==> src/hdl/qapm_pkg.sv <==
`timescale 1ns / 1ps

package qapm_pkg;

   // Configuration register set, as held by the top level.
   typedef struct packed {
      logic        manual_mode;
      logic [14:0] auto_tilt_limit;
      logic [15:0] hover_thrust;
      logic [31:0] thrust_mix_gain;
      logic [31:0] tilt_mix_gain;
      logic [31:0] yaw_mix_gain;
      logic [15:0] tick_rate;
   } cfg_type;

   // Occupancy flags of the command queue.
   typedef struct packed {
      logic full;
      logic empty;
   } q_status_type;

   // Pilot action codes.
   localparam logic [3:0] ACT_NONE       = 4'd0;
   localparam logic [3:0] ACT_UP         = 4'd1;
   localparam logic [3:0] ACT_DOWN       = 4'd2;
   localparam logic [3:0] ACT_PITCH_FWD  = 4'd3;
   localparam logic [3:0] ACT_PITCH_BACK = 4'd4;
   localparam logic [3:0] ACT_ROLL_LEFT  = 4'd5;
   localparam logic [3:0] ACT_ROLL_RIGHT = 4'd6;
   localparam logic [3:0] ACT_YAW_LEFT   = 4'd7;
   localparam logic [3:0] ACT_YAW_RIGHT  = 4'd8;

   // Register indexes.
   localparam logic [2:0] REG_MANUAL_MODE     = 3'd0;
   localparam logic [2:0] REG_AUTO_TILT_LIMIT = 3'd1;
   localparam logic [2:0] REG_HOVER_THRUST    = 3'd2;
   localparam logic [2:0] REG_THRUST_MIX_GAIN = 3'd3;
   localparam logic [2:0] REG_TILT_MIX_GAIN   = 3'd4;
   localparam logic [2:0] REG_YAW_MIX_GAIN    = 3'd5;
   localparam logic [2:0] REG_TICK_RATE       = 3'd6;

   // Gains in Q.16.
   localparam logic [16:0] KP_TILT = 17'd98304;
   localparam logic [16:0] KD_TILT = 17'd52429;
   localparam logic [16:0] KP_YAW  = 17'd65536;
   localparam logic [16:0] KD_YAW  = 17'd13107;

   // Thrust steps in Q8.8 newtons.
   localparam logic signed [17:0] BOOST_MANUAL = 18'sd3072;
   localparam logic signed [17:0] BOOST_AUTO   = 18'sd1024;

   localparam logic [27:0] MOMENT_MAX = 28'd134217727;

   // Angle constants scaled by 2^30.
   localparam longint unsigned PI_2P30         = 64'd3373259426;
   localparam longint unsigned INC_MANUAL_2P30 = 64'd21474836;
   localparam longint unsigned INC_AUTO_2P30   = 64'd53687091;

   // Datapath widths.
   localparam int THRUST_W = 18;
   localparam int MOM_W    = 28;
   localparam int MA_W     = 34;
   localparam int MB_W     = 33;
   localparam int ACC_W    = 64;
   localparam int XW       = 46;

   // Rounds a 2^30-scaled angle to 2^f scaling.
   function automatic int angle_const(input int f, input longint unsigned c30);
      return int'(((c30 >> (29 - f)) + 64'd1) >> 1);
   endfunction

endpackage

==> src/hdl/qapm_queue.sv <==
`timescale 1ns / 1ps

module qapm_queue #(
   parameter int WIDTH = 114
) (
   input  logic                   clock,
   input  logic                   reset,
   input  logic                   push,
   input  logic [WIDTH-1:0]       push_data,
   input  logic                   pop,
   output logic [WIDTH-1:0]       pop_data,
   output qapm_pkg::q_status_type status
);
   import qapm_pkg::*;

   logic [WIDTH-1:0] entry_ff [2];
   logic             wr_ptr_ff, wr_ptr_in, rd_ptr_ff, rd_ptr_in;
   logic [1:0]       count_ff, count_in;

   assign pop_data     = entry_ff[rd_ptr_ff];
   assign status.full  = (count_ff == 2'd2);
   assign status.empty = (count_ff == 2'd0);

   always_comb begin
      wr_ptr_in = push ? !wr_ptr_ff : wr_ptr_ff;
      rd_ptr_in = pop ? !rd_ptr_ff : rd_ptr_ff;
      count_in  = count_ff + {1'b0, push} - {1'b0, pop};
   end

   always_ff @(posedge clock) begin
      if (push) begin
         entry_ff[wr_ptr_ff] <= push_data;
      end
   end

   always_ff @(posedge clock) begin
      if (reset) begin
         wr_ptr_ff <= 1'b0;
         rd_ptr_ff <= 1'b0;
         count_ff  <= 2'd0;
      end else begin
         wr_ptr_ff <= wr_ptr_in;
         rd_ptr_ff <= rd_ptr_in;
         count_ff  <= count_in;
      end
   end

endmodule

==> config.mk <==
export PLATFORM = sky130hd
export DESIGN_NAME = qapm_queue
export DESIGN_NICKNAME = d
export VERILOG_FILES = /design/src/hdl/qapm_pkg.sv /design/src/hdl/qapm_queue.sv
export SDC_FILE = /design/constraint.sdc
export NUM_CORES = 1
export LEC_CHECK = 0
export ABC_AREA = 1
export BUFFER_PORTS_ARGS = -buffer_cell sky130_fd_sc_hd__buf_2
export CAP_MARGIN = 20
export CORE_ASPECT_RATIO = 1.1
export CORE_MARGIN = 5
export CORE_UTILIZATION = 56
export DETAILED_ROUTE_END_ITERATION = 7
export PLACE_DENSITY = 0.93
export SLEW_MARGIN = 20
export SYNTH_ARGS = -nofsm -noshare
export SYNTH_HDL_FRONTEND = slang
export SYNTH_SLANG_ARGS = --single-unit
==> constraint.sdc <==
create_clock -name clock -period 13 [get_ports clock]
set_input_delay 1.3 -clock clock [delete_from_list [all_inputs] [get_ports clock]]
set_output_delay 1.3 -clock clock [all_outputs]
set_load 0.005 [all_outputs]
==> results of run 1 <==
[cells in the mapped netlist (all sizes together)]
master	count	area share
mux2	114	0.17
nand3	1	0.00057
nand2	4	0.0017
xnor2	1	0.0010
dfxtp	5	0.012
ha	2	0.0029
nor3	1	0.00057
edfxtp	228	0.79
buf	13	0.014
nor2	8	0.0035
inv	8	0.0035
a21oi	1	0.00057
[cells by family (layout without fill, tap and decap cells)]
kind of cell,after synthesis,count (layout)
muxes,114,114
other,0,1
buffers and inverters,21,282
xor gates and xnor gates,1,1
AOI/OAI and AO/OA,1,1
adders and majority gates,2,2
and+or+nand+nor,14,14
DFF,233,233
[path summary, 6_finish.rpt]
kind                                              from                          to  slack [ns]  cells past startpoint
worst max-delay path                         flip-flop                 pop_data[0]        8.82                      3
worst min-delay path            rd_ptr_ff$_SDFFE_PP0P_                   flip-flop        0.53                      2
worst max register to register  wr_ptr_ff$_SDFFE_PP0P_  entry_ff[0][106]$_DFFE_PP_       10.83                      2
worst min register to register  rd_ptr_ff$_SDFFE_PP0P_                   flip-flop        0.53                      2
[per-stage QoR]
step | setup slack, ns | util | power (mW) | hold WS [ns] | instances
2_1_floorplan | 6.30 | - | 0.997 | 0.480 | 386
3_3_place_gp | 9.37 | 0.661 | 1.06 | 0.504 | 805
3_5_place_dp | 9.27 | 0.661 | 1.07 | 0.512 | 805
4_1_cts | 8.74 | 0.703 | 1.64 | 0.529 | 843
5_1_grt | 8.66 | 0.704 | 1.68 | 0.569 | 844
6_report | 8.82 | 0.704 | 1.62 | 0.528 | 844
[worst reg2reg max path: cells and delay by family (launching register included)]
| kind | cells | cell delay [ns] |
|---|---|---|
| flops | 1 | 0.35 |
| buf+inv | 1 | 0.71 |
| simple gates | 1 | 0.61 |
[flip-flops by register name, indices dropped and copies added, names as in the netlist, named ones only]
name,count
entry_ff,228
rd_ptr_ff,1
count_ff,2
wr_ptr_ff,1
[power by group]
| part | internal (mW) | switching (mW) | leakage (nW) |
|---|---|---|---|
| Combinational | 0.0892 | 0.0715 | 1.67 |
| Clock | 0.323 | 0.246 | 0.317 |
| Sequential | 0.871 | 0.0186 | 2.18 |
| Total | 1.28 | 0.337 | 4.17 |
[cell type report]
cell class	count	area, um2
inverters	8	32.5
clock buffers	29	598
diodes	1	2.50
clock inverters	9	45.0
well taps	196	245
fillers	949	4490
flip-flops and latches	233	6950
repair buffers	236	1200
multi-input cells	132	1610
[metal layers]
layer | global-route usage | part of all wire | wire (um) | vias up
li1 | - | - | - | 2003
met1 | 0.192 | 0.34 | 5510 | 2149
met2 | 0.320 | 0.54 | 8810 | 179
met3 | 0.0496 | 0.091 | 1480 | 34
met4 | 0.0514 | 0.026 | 417 | 4
met5 | 0 | 0.0013 | 21 | -
==> results.cfg, run 1 <==
[global_routing]
vias_in_the_first_global_route = 4831
global_route_wire_length_before_repair_um = 24600
grt_overflow_total = 0
grt_start_max_net_pins = 90
grt_usage = 0.173
antenna_found_initial = 3

[pwr]
total_leakage_power_nw = 4.17
power_per_cell_area_nw_per_um2 = 152
irDropWorstVdd_mv = 0.119

[layout]
area_growth_syn_to_fin_pct = 22.8
final_nets = 753
layout_common_cells = sky130_fd_sc_hd__buf_2, sky130_fd_sc_hd__edfxtp_1, sky130_fd_sc_hd__mux2_4
final_cell_area_um2 = 10700
drive_gt1_frac = 0.592
layout.cells.most_common = sky130_fd_sc_hd__buf_2

[routing]
via_count = 4369
avgViaCountPerCell = 5.18
drt.antenna.violating_nets = 0
drt_pass1_iterations = 4
detailedRoute.firstIterationViolations = 213
post-route-drc-count = 0
detail_route.wl_per_cell_um = 19.2
detail_route.wirelength_um = 16200

[critical_path]
slowest_stage = sky130_fd_sc_hd__dfxtp_4
timing.critical_path.buf_inv = 2
timing_worst_setup_path_type = reg2out
timing.critical_path.from_type = flip-flop
worst-path-max-fanout = 59
required_ns = 11.70
critical-path-top-delay-family = buffers and inverters
worst-endpoint-arrival_ns = 2.88
worst_setup_path_end_kind = output port
slowest_stage_delay_cp_ns = 0.92
timing.critical_path.cells = buf_4, mux2_2, buf_2

[logic_synthesis]
yosys.area_share.simple = 0.00633
synthMuxAreaShare = 0.173
post_synth_fa_ha_maj_area_fraction = 0.00288
yosysWarnings = 0
synth-seq-area-share = 0.799
synth_area_per_cell_um2 = 22.5
synth_xor_xnor_area_share = 0.00101
syn-num-nets = 506
syn-instance-count = 386
synth_top_family_by_area = multiplexers
synth_seq_cells = 233
synth_cell_type_count = 15
netlist_area_um2 = 8700
synth-compound-area-share = 0.000575

[clock_network]
cts_tree = done
number_of_buffers_created_by_cts = 22
clock_edge_transition_at_the_registers_on_the_reported_setup_and_hold_paths_ns = 0.06
cts_num_sinks = 233
post_cts_resize_count = 0
clk_root_buffer_cell = sky130_fd_sc_hd__clkbuf_16
cts.hold.buffers_added = 0
cts_max_path_buffers = 3
clock_insertion_delay_worst_skew_ns = 0.49
post_cts.repair.setup_buffers = 0
number_of_h_tree_branching_levels = 1

[timing]
setup_repair_after_global_routing_missed_its_margin = no
report.final.hold_viol_count = 0
maxClockFrequency_ghz = 0.239
slew_violations = 0
max-slew-margin-rel = 0.377
fin_skew_ns = 0.00560
totalNegativeSetupSlack_ns = 0
final_min_period_over_clock_period = 0.322
min_period_ns = 4.18
worst_slew_pin_slew_ns = 0.934
setup_viol_count_final = 0

[die]
fp.dieArea_um2 = 18100
rows = 47
initial_utilization = 0.573
die-height_um = 141
boundaryPins = 234
fp.coreArea_um2 = 15200
die_width_um = 129

[job]
drv_cap = 0

[placement]
postPlaceCellArea_um2 = 10000
place.port_buffers = 233
finalWeightedCongestion = 0.749
place_hpwl_um = 11000

[outcome]
status = finished clean

[worst_hold_path]
worstHoldPathType = reg2reg
Power figures use the tool's default switching activity.
==> run 2: changes to the inputs <==
Settings changed: ABC_AREA 1 to 0, CORE_UTILIZATION 56 to 52, PLACE_DENSITY 0.93 to 0.88.
Clock period 13 ns to 4.2 ns, I/O delays scaled along.
==> run 2 against run 1 <==
- sequential share of layout area down 0.91 points
- first-iteration DRC count fell by 7.5%
- die area up 7.0%
- highest routed layer unchanged
==> results.cfg, run 2 <==
[outcome]
status = finished clean

[layout]
fin_cells = 850
area_growth_syn_to_fin_pct = 24.6
sequential_cell_area_um2 = 6950
final_nets = 747
drive_gt1_frac = 0.609
layout_common_cells = sky130_fd_sc_hd__buf_2, sky130_fd_sc_hd__edfxtp_1, sky130_fd_sc_hd__mux2_4
registers.top_by_ff_count = entry_ff
fillCellCount = 1090
layout.cells.most_common = sky130_fd_sc_hd__buf_2
top_regs = entry_ff x228, count_ff x2
largest_register_ffs = 228
multi_input_comb_area_um2 = 1630

[routing]
detailedRoute.firstIterationViolations = 197
wl_met1_um = 5880
via_count = 4380
detail_route.wirelength_um = 16500
topRoutingLayerUsed = met5
avgViaCountPerCell = 5.15
met2_wirelength_um = 8730
detail_route.wl_per_cell_um = 19.4
drt.antenna.violating_nets = 0
dr_wl_met3_um = 1490
drt_pass1_iterations = 7
post-route-drc-count = 0

[placement]
place_inst = 805
place.port_buffers = 233
finalWeightedCongestion = 0.739
place_hpwl_um = 11300

[clock_network]
number_of_h_tree_branching_levels = 1
clock_insertion_delay_worst_skew_ns = 0.49
cts_num_sinks = 233
number_of_buffers_created_by_cts = 24
cts.hold.buffers_added = 0
cts_max_path_buffers = 3
post_cts_resize_count = 0
post_cts.repair.setup_buffers = 0
clock_edge_transition_at_the_registers_on_the_reported_setup_and_hold_paths_ns = 0.06
clk_root_buffer_cell = sky130_fd_sc_hd__clkbuf_16
cts_tree = done

[logic_synthesis]
async_flop_share = 0
synth-seq-area-share = 0.799
synth_most_common_cell = sky130_fd_sc_hd__edfxtp_1
syn-instance-count = 376
synth_top_area_frac = 0.788
yosysWarnings = 0
synth_edf_count = 228
ys_dominant_reg_cell = sky130_fd_sc_hd__edfxtp_1
synthTopCellsByCount = sky130_fd_sc_hd__edfxtp_1, sky130_fd_sc_hd__mux2_4, sky130_fd_sc_hd__mux2_2
yosysTopAreaCell = sky130_fd_sc_hd__edfxtp_1
synth_seq_cells = 233
netlist_area_um2 = 8690
synth_area_per_cell_um2 = 23.1
syn-num-nets = 496
synth_cell_type_count = 14
synthTopCellsByArea = sky130_fd_sc_hd__edfxtp_1, sky130_fd_sc_hd__mux2_4, sky130_fd_sc_hd__mux2_2, sky130_fd_sc_hd__dfxtp_1, sky130_fd_sc_hd__buf_6

[die]
initial_utilization = 0.531
rows = 49
boundaryPins = 234
fp.coreArea_um2 = 16400
fp.dieArea_um2 = 19400
die-height_um = 146
die_width_um = 133

[timing]
worst_slew_pin_slew_ns = 1.01
min_period_ns = 2.60
setup_repair_after_global_routing_missed_its_margin = no
maxClockFrequency_ghz = 0.385
slew_violations = 0
report.final.hold_viol_count = 0
totalNegativeSetupSlack_ns = 0
setup_viol_count_final = 0
max-slew-margin-rel = 0.328
fin_skew_ns = 0.0103
final_min_period_over_clock_period = 0.619

[global_routing]
grt_start_max_net_pins = 69
global_route_wire_length_before_repair_um = 25600
antenna_found_initial = 3
grt_overflow_total = 0
vias_in_the_first_global_route = 4883
grt_usage = 0.164

[critical_path]
required_ns = 3.78
worst-path-max-fanout = 62
worst_setup_path_end_kind = output port
timing.critical_path.from_type = flip-flop
timing_worst_setup_path_type = reg2out
worst-endpoint-arrival_ns = 2.18

[pwr]
power_per_cell_area_nw_per_um2 = 492
irDropWorstVdd_mv = 0.383
total_leakage_power_nw = 4.23

[worst_hold_path]
worstHoldPathType = in2reg

[job]
drv_cap = 0
[run 2: changes by cell type after synthesis]
| cell | previous run | this run |
|---|---|---|
| sky130_fd_sc_hd__inv_1 | 8 | 2 |
| sky130_fd_sc_hd__nand2_1 | 4 | 0 |
| sky130_fd_sc_hd__nor2_1 | 8 | 5 |
| sky130_fd_sc_hd__nor2b_1 | 0 | 3 |
| sky130_fd_sc_hd__a21oi_1 | 1 | 0 |
| sky130_fd_sc_hd__and2_1 | 0 | 1 |
| sky130_fd_sc_hd__nand3_1 | 1 | 0 |
| sky130_fd_sc_hd__nor3_1 | 1 | 0 |
| sky130_fd_sc_hd__xnor2_1 | 1 | 2 |
| sky130_fd_sc_hd__xnor3_1 | 0 | 1 |
[run 2: logic make-up (layout without fill, tap and decap cells)]
group,count (synthesis),in the layout,share of synthesized area
adder cells (fa/ha/maj),2,2,0.00288
other,0,1,0
multiplexers,114,114,0.174
flip-flops,233,233,0.799
buffers and inverters,15,284,0.0145
AND/OR/NAND/NOR,9,9,0.00504
XOR/XNOR,3,3,0.00461
[run 2: power by group]
| part | total, mW | switching (mW) | internal [mW] |
|---|---|---|---|
| clock network | 2.01 | 0.801 | 1.20 |
| logic | 0.562 | 0.261 | 0.301 |
| registers | 2.76 | 0.0390 | 2.72 |
[run 2: critical path: stages (launching register included)]
cell and delay [ns]:
sky130_fd_sc_hd__dfxtp_4 0.33, sky130_fd_sc_hd__buf_4 0.73, sky130_fd_sc_hd__mux2_2 0.43, sky130_fd_sc_hd__buf_2 0.13
[run 2: area by class of cell]
type,instances,area share
clock inverter,11,0.00797
sequential,233,0.642
multi-input combinational,128,0.150
antenna,1,0.000231
clock buffer,33,0.0633
tap,204,0.0236
inverter,2,0.000693
timing repair buffer,238,0.112
[run 2: through the flow]
step	total power [mW]	util	setup WS [ns]	cell area, um2	hold slack, ns
3_5_place_dp	3.38	0.614	2.10	10100	0.524
2_1_floorplan	3.13	-	0.369	8690	0.480
3_3_place_gp	3.34	0.614	2.15	10100	0.495
4_1_cts	5.39	0.662	1.57	10800	0.0902
6_report	5.32	0.662	1.60	10800	0.109
5_1_grt	5.54	0.662	1.50	10800	0.0901
[run 2: path summary, 6_finish.rpt]
path	slack, ns	cells past startpoint	end	start
max	1.60	3	pop_data[49]	flip-flop
min	0.11	1	entry_ff[0][1]$_DFFE_PP_	push_data[1]
max reg2reg	2.34	2	entry_ff[1][33]$_DFFE_PP_	wr_ptr_ff$_SDFFE_PP0P_
min reg2reg	0.55	2	flip-flop	rd_ptr_ff$_SDFFE_PP0P_
[run 2: metal layers]
layer | up-vias | track usage
met5 | - | 0
met4 | 4 | 0.0509
met2 | 193 | 0.293
met1 | 2158 | 0.186
met3 | 34 | 0.0560
li1 | 1991 | -
