**src/hdl/qapm_pkg.sv**
```systemverilog
`timescale 1ns / 1ps

package qapm_pkg;

   // Configuration register set, as held by the top level.
   typedef struct packed {
      logic        manual_mode;
      logic [14:0] auto_tilt_limit;
      logic [15:0] hover_thrust;
      logic [31:0] thrust_mix_gain;
      logic [31:0] tilt_mix_gain;
      logic [31:0] yaw_mix_gain;
      logic [15:0] tick_rate;
   } cfg_type;

   // Occupancy flags of the command queue.
   typedef struct packed {
      logic full;
      logic empty;
   } q_status_type;

   // Pilot action codes.
   localparam logic [3:0] ACT_NONE       = 4'd0;
   localparam logic [3:0] ACT_UP         = 4'd1;
   localparam logic [3:0] ACT_DOWN       = 4'd2;
   localparam logic [3:0] ACT_PITCH_FWD  = 4'd3;
   localparam logic [3:0] ACT_PITCH_BACK = 4'd4;
   localparam logic [3:0] ACT_ROLL_LEFT  = 4'd5;
   localparam logic [3:0] ACT_ROLL_RIGHT = 4'd6;
   localparam logic [3:0] ACT_YAW_LEFT   = 4'd7;
   localparam logic [3:0] ACT_YAW_RIGHT  = 4'd8;

   // Register indexes.
   localparam logic [2:0] REG_MANUAL_MODE     = 3'd0;
   localparam logic [2:0] REG_AUTO_TILT_LIMIT = 3'd1;
   localparam logic [2:0] REG_HOVER_THRUST    = 3'd2;
   localparam logic [2:0] REG_THRUST_MIX_GAIN = 3'd3;
   localparam logic [2:0] REG_TILT_MIX_GAIN   = 3'd4;
   localparam logic [2:0] REG_YAW_MIX_GAIN    = 3'd5;
   localparam logic [2:0] REG_TICK_RATE       = 3'd6;

   // Gains in Q.16.
   localparam logic [16:0] KP_TILT = 17'd98304;
   localparam logic [16:0] KD_TILT = 17'd52429;
   localparam logic [16:0] KP_YAW  = 17'd65536;
   localparam logic [16:0] KD_YAW  = 17'd13107;

   // Thrust steps in Q8.8 newtons.
   localparam logic signed [17:0] BOOST_MANUAL = 18'sd3072;
   localparam logic signed [17:0] BOOST_AUTO   = 18'sd1024;

   localparam logic [27:0] MOMENT_MAX = 28'd134217727;

   // Angle constants scaled by 2^30.
   localparam longint unsigned PI_2P30         = 64'd3373259426;
   localparam longint unsigned INC_MANUAL_2P30 = 64'd21474836;
   localparam longint unsigned INC_AUTO_2P30   = 64'd53687091;

   // Datapath widths.
   localparam int THRUST_W = 18;
   localparam int MOM_W    = 28;
   localparam int MA_W     = 34;
   localparam int MB_W     = 33;
   localparam int ACC_W    = 64;
   localparam int XW       = 46;

   // Rounds a 2^30-scaled angle to 2^f scaling.
   function automatic int angle_const(input int f, input longint unsigned c30);
      return int'(((c30 >> (29 - f)) + 64'd1) >> 1);
   endfunction

endpackage

```
**src/hdl/qapm_front.sv**
```systemverilog
`timescale 1ns / 1ps

module qapm_front #(
   parameter int ANGLE_FRAC_BITS = 13,
   parameter int TARGET_WIDTH    = 16
) (
   input  logic                   clock,
   input  logic                   reset,
   input  qapm_pkg::cfg_type      cfg,
   input  logic                   req_tvalid,
   output logic                   req_tready,
   input  logic [55:0]            req_tdata,
   input  qapm_pkg::q_status_type q_status,
   output logic                   push,
   output logic [qapm_pkg::THRUST_W+3*TARGET_WIDTH+47:0] push_data
);
   import qapm_pkg::*;

   localparam int TW       = TARGET_WIDTH;
   localparam int YW       = TW + 1;
   localparam int PI_Q     = angle_const(ANGLE_FRAC_BITS, PI_2P30);
   localparam int INC_MAN  = angle_const(ANGLE_FRAC_BITS, INC_MANUAL_2P30);
   localparam int INC_AUTO = angle_const(ANGLE_FRAC_BITS, INC_AUTO_2P30);
   localparam int TILT_MAN = 1 << (ANGLE_FRAC_BITS - 1);

   logic signed [TW-1:0]       yaw_target_ff, yaw_target_in;
   logic                       accept;
   logic [3:0]                 action;
   logic signed [TW-1:0]       tilt, roll_t, pitch_t;
   logic signed [YW-1:0]       inc, yaw_step, yaw_wrap;
   logic signed [THRUST_W-1:0] boost, thrust;

   assign req_tready = !q_status.full;
   assign accept     = req_tvalid && !q_status.full;
   assign push       = accept;
   assign action     = req_tdata[3:0];

   always_comb begin
      tilt     = cfg.manual_mode ? TW'(TILT_MAN) : TW'(cfg.auto_tilt_limit);
      inc      = cfg.manual_mode ? YW'(INC_MAN) : YW'(INC_AUTO);
      boost    = cfg.manual_mode ? BOOST_MANUAL : BOOST_AUTO;
      thrust   = $signed({2'b00, cfg.hover_thrust});
      roll_t   = '0;
      pitch_t  = '0;
      yaw_step = YW'(yaw_target_ff);
      unique case (action)
         ACT_UP:         thrust   = thrust + boost;
         ACT_DOWN:       thrust   = thrust - boost;
         ACT_PITCH_FWD:  pitch_t  = tilt;
         ACT_PITCH_BACK: pitch_t  = -tilt;
         ACT_ROLL_LEFT:  roll_t   = -tilt;
         ACT_ROLL_RIGHT: roll_t   = tilt;
         ACT_YAW_LEFT:   yaw_step = yaw_step - inc;
         ACT_YAW_RIGHT:  yaw_step = yaw_step + inc;
         default:        ;
      endcase
      // Keep the yaw target inside [-pi, pi).
      priority if (yaw_step >= YW'(PI_Q)) begin
         yaw_wrap = yaw_step - YW'(2 * PI_Q);
      end else if (yaw_step < -YW'(PI_Q)) begin
         yaw_wrap = yaw_step + YW'(2 * PI_Q);
      end else begin
         yaw_wrap = yaw_step;
      end
      yaw_target_in = accept ? yaw_wrap[TW-1:0] : yaw_target_ff;
   end

   assign push_data = {req_tdata[51:4], yaw_wrap[TW-1:0], pitch_t, roll_t, thrust};

   always_ff @(posedge clock) begin
      if (reset) begin
         yaw_target_ff <= '0;
      end else begin
         yaw_target_ff <= yaw_target_in;
      end
   end

endmodule

```
**config.mk**
```make
export PLATFORM = sky130hd
export DESIGN_NAME = qapm_front
export DESIGN_NICKNAME = d
export VERILOG_FILES = /design/src/hdl/qapm_pkg.sv /design/src/hdl/qapm_front.sv
export SDC_FILE = /design/constraint.sdc
export NUM_CORES = 1
export LEC_CHECK = 0
export ABC_AREA = 0
export BUFFER_PORTS_ARGS = -buffer_cell sky130_fd_sc_hd__buf_4
export CAP_MARGIN = 10
export CORE_MARGIN = 5
export CORE_UTILIZATION = 27
export CTS_BUF_LIST = sky130_fd_sc_hd__clkbuf_8
export DETAILED_ROUTE_END_ITERATION = 7
export HOLD_SLACK_MARGIN = 0.15
export RECOVER_POWER = 50
export SLEW_MARGIN = 20
export SYNTH_ARGS = -nofsm -noshare
export SYNTH_HDL_FRONTEND = slang
export SYNTH_SLANG_ARGS = --single-unit
```
**constraint.sdc**
```tcl
create_clock -name clock -period 12.7 [get_ports clock]
set_input_delay 1.905 -clock clock [delete_from_list [all_inputs] [get_ports clock]]
set_output_delay 1.905 -clock clock [all_outputs]
set_load 0.1 [all_outputs]
```
==> summary by stage, run 1 <==
Pwr
In this run the static leakage power is 1.72 nW. The completed layout was analyzed and its total power is 0.000415 W. The maximum VDD drop is 0.103 mV. In this run the power density over the cells is 98.3 nW/um^2.

Finish
Ranked by flip-flop count, first place goes to yaw_target_ff. In the final layout, the registers with the most flip-flops are yaw_target_ff (15). Cells fill 30.2% of the core in the end. Summing all non-filler instances in the final layout gives an area of 4220 sq um. The repair_antennas step left the layout with diodes totalling 0.

The number of flip-flops under the largest register name is 15. The area growth from synthesis to layout is 8.53%. The net count reported at finish is 827. Cells with a size suffix above 1 make up 17.4% of the layout.

Yosys
The number of synthesized flops with an enable pin is 0. Sequential cells were found to cover 7.72% of the synthesized design area. The cell type contributing the most total cell area after synthesis is sky130_fd_sc_hd__buf_4. The number of distinct library cell variants in the gate-level netlist after synthesis is 74. Yosys printed 0 warnings. After synthesis the netlist holds a flip-flop and latch count of 15.

The gate count of the mapped netlist is 589. The most used flip-flop cell after synthesis is sky130_fd_sc_hd__dfxtp_1. The share of flip-flops with an asynchronous set or reset after synthesis is 0%. By area the synthesized netlist is led by sky130_fd_sc_hd__buf_4 12%, sky130_fd_sc_hd__dfxtp_1 7.7%, sky130_fd_sc_hd__nand2_1 7.7%. The number of nets in the synthesized netlist is 819. The mean instance size in the synthesized netlist is 6.60 sq um. The share of the synthesized area in the top cell type is 11.6%. In this run the cell area of the synthesized design comes to 3890 sq um.

Global routing
The maximum number of pins on one net before global-route repair is 27. The first global-routing pass estimated 19.5 mm of wire. The all-layer global routing usage is 13.8%. The via count of the first global-routing pass is 3829. The total overflow left after global routing is 0. The initial antenna violation count was 0.

Min path
The hold path endpoint is yaw_target_ff[2]. The kind of path behind the tightest hold check is reg2reg. The number of cells traversed by the worst hold path is 2. The worst hold path begins at yaw_target_ff[2].

Run
Max-cap violations in this run came to 0.

Timing
The worst pin sits at a relative slew slack of 15.0%. The number of setup violations in the final report is 0. The total negative slack is 0 ns. The worst path needs 9.33 ns of the cycle, external delays included. The final critical path takes up 73.4% of the cycle.

The number of max-slew violations in the final report came to 0. At the pin with the least slew margin, the transition time is 1.26 ns. Setup repair after global routing left no endpoint under its margin.

The number of hold violations in the final report is 0. Clock skew on the completed layout was measured at 0.00618 ns. The achievable clock frequency is 0.107 GHz.

CTS
The hold buffer count at cts is 0. TritonCTS built the clock tree. Clock tree synthesis inserted a total of 3 buffers. In this run the number of H-tree levels came out at 1. The clock slew at the register clock pins of the worst setup and hold paths is 0.06 ns. Clock tree synthesis selected as its root buffer the cell sky130_fd_sc_hd__clkbuf_8.

The clock latency on the worst-skew pair is 0.25 ns. Gates resized during post-CTS repair numbered 0. No sink is reached through more buffers than the 2 on the longest clock path. Counting every sink on the clock net gives 15. Buffers added to address setup during post-CTS repair amount to 0.

Placement
The count of port buffers added during placement is 86. The final estimated routing congestion in global placement is 0.871. Once placement finished, the instance area stood at 4210 sq um. The wire-length estimate of the detail-placed layout is 9.85 mm.

Outcome
The flow ran to the end, and the final reports show no timing, DRC or antenna violations.

Setup path
The highest cell delay on the worst timing path is 1.11 ns. The worst reg2reg path startpoint is yaw_target_ff[4]. The worst setup path is launched from an input pin. The worst register-to-register path has a depth of 11.

For flop-to-flop paths, the worst setup slack is 8.59 ns. The critical path goes through clkbuf_1, nor4b_1, ha_1, inv_1, ha_1, o211ai_1, o21ai_1, nor4b_2, nor2_1, o311ai_2, nand2_1, a21oi_1, a21oi_2, or3_1, nand2_1, buf_4. In this run the critical register-to-register path is captured at yaw_target_ff[8].

The required time at the worst-slack endpoint is 10.80 ns. The worst setup path is captured at an output port. The largest driver fanout on the critical path is 12.

The worst path arrival time is 7.42 ns. The standard cell with the maximum stage delay on the critical path is sky130_fd_sc_hd__nor4b_1. The worst setup path category is in2out.

Detailed routing
The detail route stage leaves a number of antenna-violating nets equal to 0. The routed wire length is 12.5 mm. The count of TritonRoute iterations in the first routing pass is 5. The number of design rule violations left after detail routing is 0.

The count of routing violations after the opening detailed-route iteration is 293. The total via count after detailed routing is 4244. The average wire per standard cell is 16.1 microns. In the routed layout, each cell is associated on average with a via count of 5.47.

Floorplan
The width of the die is 130 microns. During I/O placement, the number of pins put on the boundary was 321. The number of rows created at floorplan is 43.

The placeable core area is 14000 sq um. The die area is 16900 sq um. The floorplan step set the die height to 130 microns.

The effective utilization at floorplan is 27.8%.
## kinds of logic (layout without fill, tap and decap cells)
kind of cell | Yosys count | count (layout) | share of synthesized area, %
AO/OA/AOI/OAI | 200 | 200 | 34.6
AND/OR/NAND/NOR | 220 | 220 | 27.1
adder cells (fa/ha/maj) | 25 | 25 | 8.62
other | 1 | 1 | 0.0964
multiplexers | 4 | 4 | 1.06
buffers and inverters | 105 | 112 | 16.6
XOR/XNOR | 19 | 19 | 4.28
flip-flops | 15 | 15 | 7.72
## worst max-delay path, delay by kind of cell
family	cells	cell delay, ns
AO/OA/AOI/OAI	5	1.81
adder cells (fa/ha/maj)	2	0.67
buffers and inverters	3	0.61
AND/OR/NAND/NOR	6	2.42
## synth_stat cells, drive strengths merged, types with 3 or more instances
| library cell | number |
|---|---|
| o311ai | 3 |
| a311oi | 5 |
| clkbuf | 20 |
| a31oi | 8 |
| nor3b | 6 |
| nor2 | 57 |
| mux2i | 3 |
| o41ai | 4 |
| a21oi | 43 |
| a221oi | 3 |
| fa | 3 |
| buf | 66 |
| nand3 | 10 |
| a211oi | 8 |
| ha | 22 |
| nor4 | 3 |
| o31ai | 8 |
| o31a | 3 |
| nand2 | 80 |
| o221ai | 3 |
| nand4 | 4 |
| nor2b | 10 |
| nor3 | 19 |
| and3 | 3 |
| o22ai | 17 |
| a22oi | 7 |
| xnor2 | 16 |
| or3 | 6 |
| a31o | 3 |
| o2111ai | 3 |
| o211a | 3 |
| or2 | 3 |
| o21ai | 47 |
| inv | 18 |
| dfxtp | 15 |
| a21o | 7 |
| o211ai | 7 |
| o21a | 7 |
| nand2b | 8 |
| xor2 | 3 |
## final cells by class
cell class / instances / area [sq um]
Clock inverter: 1 / 3.75
Timing Repair Buffer: 89 / 649
Sequential cell: 15 / 300
Clock buffer: 3 / 41.3
Fill cell: 1589 / 9770
Inverter: 19 / 71.3
Tap cell: 180 / 225
Multi-Input combinational cell: 469 / 2930
## per-layer routing
metal,wire (microns),vias to the layer above,track usage (%)
met4,244,0,4.34
met5,0,-,0
met3,1300,30,2.74
met1,5690,1928,19.0
li1,-,2116,-
met2,5270,170,21.9
## worst max-delay path by stage
stage,from,to,slack [ns],depth (start not counted)
after floorplan,req_tdata[0],push_data[61],3.26,14
after global placement,cfg[143],push_data[58],3.99,16
after detailed placement,cfg[143],push_data[58],3.99,16
after CTS,cfg[143],push_data[58],3.98,16
after global routing,req_tdata[1],push_data[59],2.70,14
final,req_tdata[1],push_data[58],3.37,16
## power by group
part           internal (W)  total [W]  switching (W)
logic             0.0000832   0.000320       0.000237
clock network     0.0000215  0.0000396      0.0000182
registers         0.0000506  0.0000551     0.00000452
## cell usage in the layout (no fill, tap or decap), types with 8 or more instances in the layout
master	n
sky130_fd_sc_hd__inv_1	19
sky130_fd_sc_hd__o22ai_1	17
sky130_fd_sc_hd__o21ai_0	39
sky130_fd_sc_hd__nor2b_1	10
sky130_fd_sc_hd__a211oi_1	8
sky130_fd_sc_hd__dfxtp_1	15
sky130_fd_sc_hd__nor2_1	56
sky130_fd_sc_hd__a31oi_1	8
sky130_fd_sc_hd__nor3_1	19
sky130_fd_sc_hd__nand2b_1	8
sky130_fd_sc_hd__a21oi_1	42
sky130_fd_sc_hd__ha_1	22
sky130_fd_sc_hd__nand2_1	80
sky130_fd_sc_hd__nand3_1	10
sky130_fd_sc_hd__buf_4	84
sky130_fd_sc_hd__xnor2_1	16
## metrics by stage
stage / cells / hold slack [ns] / setup WS (ns)
after global placement: 772 / 0.490 / 3.99
after detailed placement: 772 / 0.494 / 3.99
after global routing: 776 / 0.524 / 2.70
final: 776 / 0.504 / 3.37
after floorplan: 589 / 0.467 / 3.26
after CTS: 776 / 0.503 / 3.98
Power figures use the tool's default switching activity.
==> run 2: changes to the inputs <==
==> constraint.sdc (replaced) <==
create_clock -name clock -period 9.1 [get_ports clock]
set_input_delay 1.365 -clock clock [delete_from_list [all_inputs] [get_ports clock]]
set_output_delay 1.365 -clock clock [all_outputs]
set_load 0.1 [all_outputs]
==> summary by stage, run 2 (synthesis gave the netlist of run 1 again) <==
Outcome
The run finished, with violations left. The final reports fail on capacitance limit, slew limit.

Finish
The net count reported at finish is 826 (-0.12%). The total area of sequential cells is 300 sq um (unchanged). The final cell count without fillers is 775 (-0.13%). In the layout the commonest cells are 84 x sky130_fd_sc_hd__buf_4, 80 x sky130_fd_sc_hd__nand2_1, 57 x sky130_fd_sc_hd__nor2_1. The area of the multi-input gates is 2940 sq um (+0.43%).

From synthesis to final layout, the design area changed by 8.78%. The register with the most flip-flops is yaw_target_ff. The count of antenna diodes in the layout is 0 (unchanged). The library cell used most frequently in the layout, excluding fill and tap cells, is sky130_fd_sc_hd__buf_4. The number of flip-flops under the largest register name is 15 (unchanged). The share of layout cells above drive strength 1 is 17.6% (+0.20 points). The layout filler cell count was 1549 (-2.5%).

The largest registers in the layout are yaw_target_ff (15).

Floorplan
The width of the die is 130 microns (unchanged). The placeable core area is 14000 sq um (unchanged). The number of I/O pins is 321 (unchanged). The number of rows created at floorplan is 43 (unchanged). The effective utilization at floorplan is 27.8% (unchanged). The die area came to 16900 sq um (unchanged).

The die outline height was 130 microns (unchanged).

Setup path
The largest driver fanout on the critical path is 25 (+13). The worst setup path is launched from an input pin. The required time at the worst-slack endpoint is 7.74 ns (-3.06 ns).

The kind of end point of the critical path is an output port. The worst path arrival time is 6.39 ns (-1.03 ns). The critical path is of the in2out type.

The worst reg2reg path startpoint is yaw_target_ff[4]. In this run the worst setup path begins at cfg[143].

Detailed routing
The number of design rule violations left after detail routing is 0 (unchanged). The average wire per standard cell is 16.0 microns (-0.80%). The count of routing violations after the opening detailed-route iteration is 283 (-3.4%). The total via count after detailed routing came to 4221 (-0.54%). The routed wire length came to 12.4 mm (-0.93%). The antenna violation net count after detailed routing is 0 (unchanged). The mean number of vias per cell is 5.45 (-0.41%). The count of TritonRoute iterations in the first routing pass is 5 (unchanged).

Pwr
The maximum VDD drop was 0.141 mV (+36%). The total power draw is 0.000580 W (+40%). The power per unit of standard cell area is 137 nW/um^2 (+39%). The static leakage came to 1.72 nW (+0.36%).

CTS
The hold buffer count at cts is 0 (unchanged). The clock tree from TritonCTS is built. The count of clock tree sinks is 15 (unchanged). The number of CTS-inserted buffers is 3 (unchanged). The largest buffer count on any clock path is 2 (unchanged).

The level count of the clock H-tree came to 1 (unchanged). The clock latency on the worst-skew pair is 0.25 ns (about the same). The clock root buffer master is sky130_fd_sc_hd__clkbuf_8.

The post-cts resize count is 0 (unchanged). The clock slew at the register clock pins of the worst setup and hold paths is 0.06 ns (about the same). The post-CTS repair timing setup buffer count came to 0 (unchanged).

Timing
The total negative slack is 0 ns (unchanged). The post-route fraction of the period consumed by the critical path is 85.2%. Setup repair after global routing left no endpoint under its margin.

The maximum clock skew at final layout was 0.00877 ns (+0.00260 ns). The achievable clock frequency is 0.129 GHz. The final setup slack of the worst path came to 1.35 ns (-2.03 ns).

The relative max-transition margin was -14.4% (-29 points). The time the final worst path needs with I/O delays and setup is 7.75 ns. The number of hold violations in the final report was 0 (unchanged). The pin slew with the least headroom to its limit is 1.71 ns (+0.453 ns). The number of max-slew violations in the final report is 27 (+27). The number of setup violations in the final report is 0 (unchanged).

Global routing
The maximum number of pins on one net before global-route repair is 27 (unchanged). The via count of the first global-routing pass is 3750 (-2.1%). The overflow left after global routing came to 0 (unchanged). The wire length of the first global-routing pass is 19.4 mm (-0.32%). The all-layer global routing usage is 13.7% (-0.11 points). The initial antenna violation count is 0 (unchanged).

Placement
The total placed cells including tap cells is 771 (-0.13%). The detailed-placement wirelength estimate was 9.81 mm (-0.43%). The count of port buffers added during placement is 86 (unchanged). The worst setup slack after placement is 1.47 ns (-2.52 ns). The final estimated routing congestion in global placement is 0.871 (about the same).

Min path
The launch instance of the worst min-delay path is yaw_target_ff[2]. The kind of path behind the tightest hold check is reg2reg.

Run
The number of max-cap violations is 1 (+1).
-- run 2: path summary, 6_finish.rpt --
check,end,slack (ns),cells past startpoint
worst min register to register,yaw_target_ff[2],0.51,2
worst max-delay path,push_data[58],1.35,16
worst max register to register,yaw_target_ff[8],4.90,11
worst min-delay path,yaw_target_ff[2],0.51,2
-- run 2: per-layer routing --
| layer | vias up | wire length [microns] | track usage (%) |
|---|---|---|---|
| li1 | 2111 | - | - |
| met1 | 1904 | 5730 | 19.3 |
| met2 | 178 | 5070 | 21.3 |
| met3 | 28 | 1290 | 2.66 |
| met4 | 0 | 302 | 3.97 |
| met5 | - | 0 | 0 |
-- run 2: power by group --
part,switching (W),internal [W]
sequential,0.00000626,0.0000706
clock,0.0000259,0.0000303
combinational,0.000330,0.000116
-- run 2: worst max-delay path, cell delays in order --
cell and delay (ns):
sky130_fd_sc_hd__buf_4 0.25, sky130_fd_sc_hd__inv_1 0.34, sky130_fd_sc_hd__ha_1 0.45, sky130_fd_sc_hd__inv_1 0.09, sky130_fd_sc_hd__ha_1 0.36, sky130_fd_sc_hd__o211ai_1 0.15, sky130_fd_sc_hd__o21ai_1 0.38, sky130_fd_sc_hd__nor4b_2 0.48
sky130_fd_sc_hd__nor2_1 0.12, sky130_fd_sc_hd__o311ai_2 0.57, sky130_fd_sc_hd__nand2_1 0.18, sky130_fd_sc_hd__a21oi_1 0.50, sky130_fd_sc_hd__a21oi_2 0.29, sky130_fd_sc_hd__or3_1 0.46, sky130_fd_sc_hd__nand2_1 0.10, sky130_fd_sc_hd__buf_4 0.29
-- run 2: per-stage QoR --
stage	hold WS, ns	instance area [sq um]	utilization [%]
after floorplan	0.467	3890	-
after global placement	0.490	4200	30.0
after detailed placement	0.494	4200	30.0
after CTS	0.503	4250	30.4
after global routing	0.516	4230	30.2
final	0.507	4230	30.2
-- run 2: layout make-up --
class	instances	share of cell area [%]
multi-input combinational	469	69.5
sequential	15	7.10
clock inverter	1	0.118
timing repair buffer	88	15.3
tap	180	5.32
clock buffer	3	0.976
inverter	19	1.69
==> run 3: changes to the inputs <==
--- a/config.mk
+++ b/config.mk
@@ -8,6 +8,7 @@
 export ABC_AREA = 0
 export BUFFER_PORTS_ARGS = -buffer_cell sky130_fd_sc_hd__buf_4
 export CAP_MARGIN = 10
+export CORE_ASPECT_RATIO = 1.2
 export CORE_MARGIN = 5
 export CORE_UTILIZATION = 27
 export CTS_BUF_LIST = sky130_fd_sc_hd__clkbuf_8
==> summary by stage, run 3 (synthesis gave the netlist of run 1 again) <==
Outcome
The run finished, with violations left. The final reports fail on capacitance limit, slew limit.

Detailed routing
The count of routing violations after the opening detailed-route iteration was 362 (+28%). The number of design rule violations left after detail routing came to 0 (unchanged). The antenna violation net count after detailed routing came to 0 (unchanged). The total via count after detailed routing is 4208 (-0.31%). The average wire per standard cell came to 16.7 microns (+4.2%).

The routed wire length is 12.9 mm (+3.9%). The mean number of vias per cell came to 5.44 (about the same). The count of TritonRoute iterations in the first routing pass is 5 (unchanged).

CTS
The clock latency on the worst-skew pair is 0.25 ns (about the same). The number of CTS-inserted buffers is 3 (unchanged). The post-cts resize count came to 0 (unchanged).

The largest buffer count on any clock path is 2 (unchanged). The level count of the clock H-tree was 1 (unchanged). The post-CTS repair timing setup buffer count came to 0 (unchanged). The clock slew at the register clock pins of the worst setup and hold paths is 0.06 ns (about the same). The clock tree from TritonCTS is built. The hold buffer count at cts came to 0 (unchanged). The clock root buffer master is sky130_fd_sc_hd__clkbuf_8.

The count of clock tree sinks came to 15 (unchanged).

Global routing
The initial antenna violation count was 0 (unchanged). The overflow left after global routing is 0 (unchanged). The via count of the first global-routing pass came to 4018 (+7.1%). The all-layer global routing usage is 14.3% (+0.59 points). The wire length of the first global-routing pass was 20.4 mm (+4.8%). The maximum number of pins on one net before global-route repair is 27 (unchanged).

Setup path
The internal reg-to-reg setup slack is 5.03 ns (+0.13 ns). Walking the worst path, the cells encountered are clkbuf_1, nor4b_4, ha_1, inv_1, ha_1, o211ai_1, o21ai_1, nor4b_2, nor2_1, o311ai_2, nand2_1, a21oi_1, a21oi_2, or3_1, nand2_1, buf_4. The standard cell with the maximum stage delay on the critical path is sky130_fd_sc_hd__nor4b_4.

The required time at the worst-slack endpoint is 7.74 ns (about the same). The highest cell delay on the worst timing path was 0.54 ns (-0.03 ns). The worst setup path is launched from an input pin. The worst path arrival time was 6.25 ns (-0.14 ns). The critical path is of the in2out type. The largest driver fanout on the critical path is 12 (-52%). The kind of end point of the critical path is an output port. The worst reg-to-reg path cell count came to 11 (unchanged).

Finish
In the final layout, the registers with the most flip-flops are yaw_target_ff (15). The share of layout cells above drive strength 1 is 17.7% (+0.079 points). The number of flip-flops under the largest register name was 15 (unchanged). The most frequent standard cell in the layout excluding fill and tap cells is sky130_fd_sc_hd__buf_4.

The total area of sequential cells came to 300 sq um (unchanged). The final cell count without fillers is 773 (-0.26%). The area growth from synthesis to layout is 9.07%. The layout filler cell count is 1612 (+4.1%). The count of antenna diodes in the layout was 0 (unchanged).

Ranked by flip-flop count, first place goes to yaw_target_ff. The net count reported at finish came to 829 (+0.36%). In the layout the commonest cells are 86 x sky130_fd_sc_hd__buf_4, 80 x sky130_fd_sc_hd__nand2_1, 57 x sky130_fd_sc_hd__nor2_1. The area of the multi-input gates came to 2940 sq um (unchanged).

Floorplan
The width of the die is 120 microns (-8.0%). The die outline height is 141 microns (+8.8%). The effective utilization at floorplan came to 27.2% (-0.59 points). The number of rows created at floorplan came to 48 (+12%).

The die area came to 16900 sq um (about the same). The number of I/O pins was 321 (unchanged). The placeable core area is 14300 sq um (+2.2%).

Pwr
The design internal power is 0.000218 W (+0.20%). The static leakage is 1.74 nW (+0.69%). The share of total power in combinational logic was 77.4% (+0.4 points). The power per unit of standard cell area is 136 nW/um^2 (-0.50%). The sequential power share is 13.2% (about the same). The switching power is 0.000361 W (-0.49%). The switching share of total power is 62.4% (-0.16 points). The part of the power in the clock network is 9.4% (-0.3 points).

The maximum VDD drop was 0.131 mV (-7.1%).

Placement
The count of port buffers added during placement is 86 (unchanged). The final estimated routing congestion in global placement is 0.867 (-0.52%). The worst setup slack after placement is 1.58 ns (+0.107 ns). The detailed-placement wirelength estimate is 10.4 mm (+6.3%). The total placed cells including tap cells came to 769 (-0.26%).

Timing
The number of setup violations in the final report is 0 (unchanged). The time the final worst path needs with I/O delays and setup came to 7.62 ns (-0.135 ns). The final setup slack of the worst path is 1.48 ns (+0.135 ns). Setup repair after global routing left no endpoint under its margin. The achievable clock frequency came to 0.131 GHz (+1.8%). The number of max-slew violations in the final report is 27 (unchanged). The number of hold violations in the final report is 0 (unchanged). The relative max-transition margin is -12.5% (+1.9 points). The maximum clock skew at final layout is 0.00141 ns (-0.00737 ns). The post-route fraction of the period consumed by the critical path is 83.7% (-1.5 points). The total negative slack is 0 ns (unchanged). The pin slew with the least headroom to its limit is 1.68 ns (-0.0284 ns).

Min path
The kind of path behind the tightest hold check is reg2reg. The number of cells traversed by the worst hold path came to 2 (unchanged).

Run
The number of max-cap violations is 1 (unchanged).
[run 3: cell types whose count changed in the layout (fill, tap and decap cells not counted), sizes merged]
cell,delta
clkbuf,+1
buf,+2
clkinv,-1
inv,+1
[run 3: worst max-delay path: cells and delay by family]
| kind | cells | cell delay, ns |
|---|---|---|
| fa+ha+maj | 2 | 0.59 |
| compound gates | 5 | 1.79 |
| simple gates | 6 | 1.85 |
| buf+inv | 3 | 0.64 |
[run 3: per-stage QoR]
stage,util (%),total power [W],hold slack (ns),instance area (sq um)
global route,29.7,0.000613,0.547,4240
detailed placement,29.5,0.000524,0.488,4220
global placement,29.5,0.000523,0.488,4220
CTS,29.8,0.000579,0.499,4260
floorplan,-,0.000554,0.467,3890
finish,29.7,0.000578,0.496,4240
[run 3: path summary, 6_finish.rpt]
| kind | endpoint | from |
|---|---|---|
| setup / recovery | push_data[58] | req_tdata[1] |
| hold / removal | yaw_target_ff[2] | yaw_target_ff[2] |
| setup reg to reg | yaw_target_ff[8] | yaw_target_ff[4] |
| hold reg to reg | yaw_target_ff[2] | yaw_target_ff[2] |
[run 3: power by group through the flow]
stage                     registers, W  clock network [W]  logic [W]
after global placement       0.0000775                  0   0.000445
after detailed placement     0.0000775                  0   0.000447
after global routing         0.0000768          0.0000570   0.000479
after CTS                    0.0000760          0.0000546   0.000449
after floorplan              0.0000756                  0   0.000478
final                        0.0000761          0.0000543   0.000448
[run 3: final cells by class]
type | instances | area share [%]
tap | 175 | 5.16
clock buffer | 3 | 0.973
clock inverter | 1 | 0.0885
timing repair buffer | 91 | 15.7
sequential | 15 | 7.08
inverter | 19 | 1.68
multi-input combinational | 469 | 69.4
[run 3: routing by layer]
layer | global-route usage, % | up-vias | routed length, microns
met4 | 5.61 | 0 | 385
met2 | 25.2 | 161 | 5890
met3 | 4.39 | 36 | 1340
met5 | 0 | - | 0
met1 | 16.2 | 1897 | 5260
li1 | - | 2114 | -
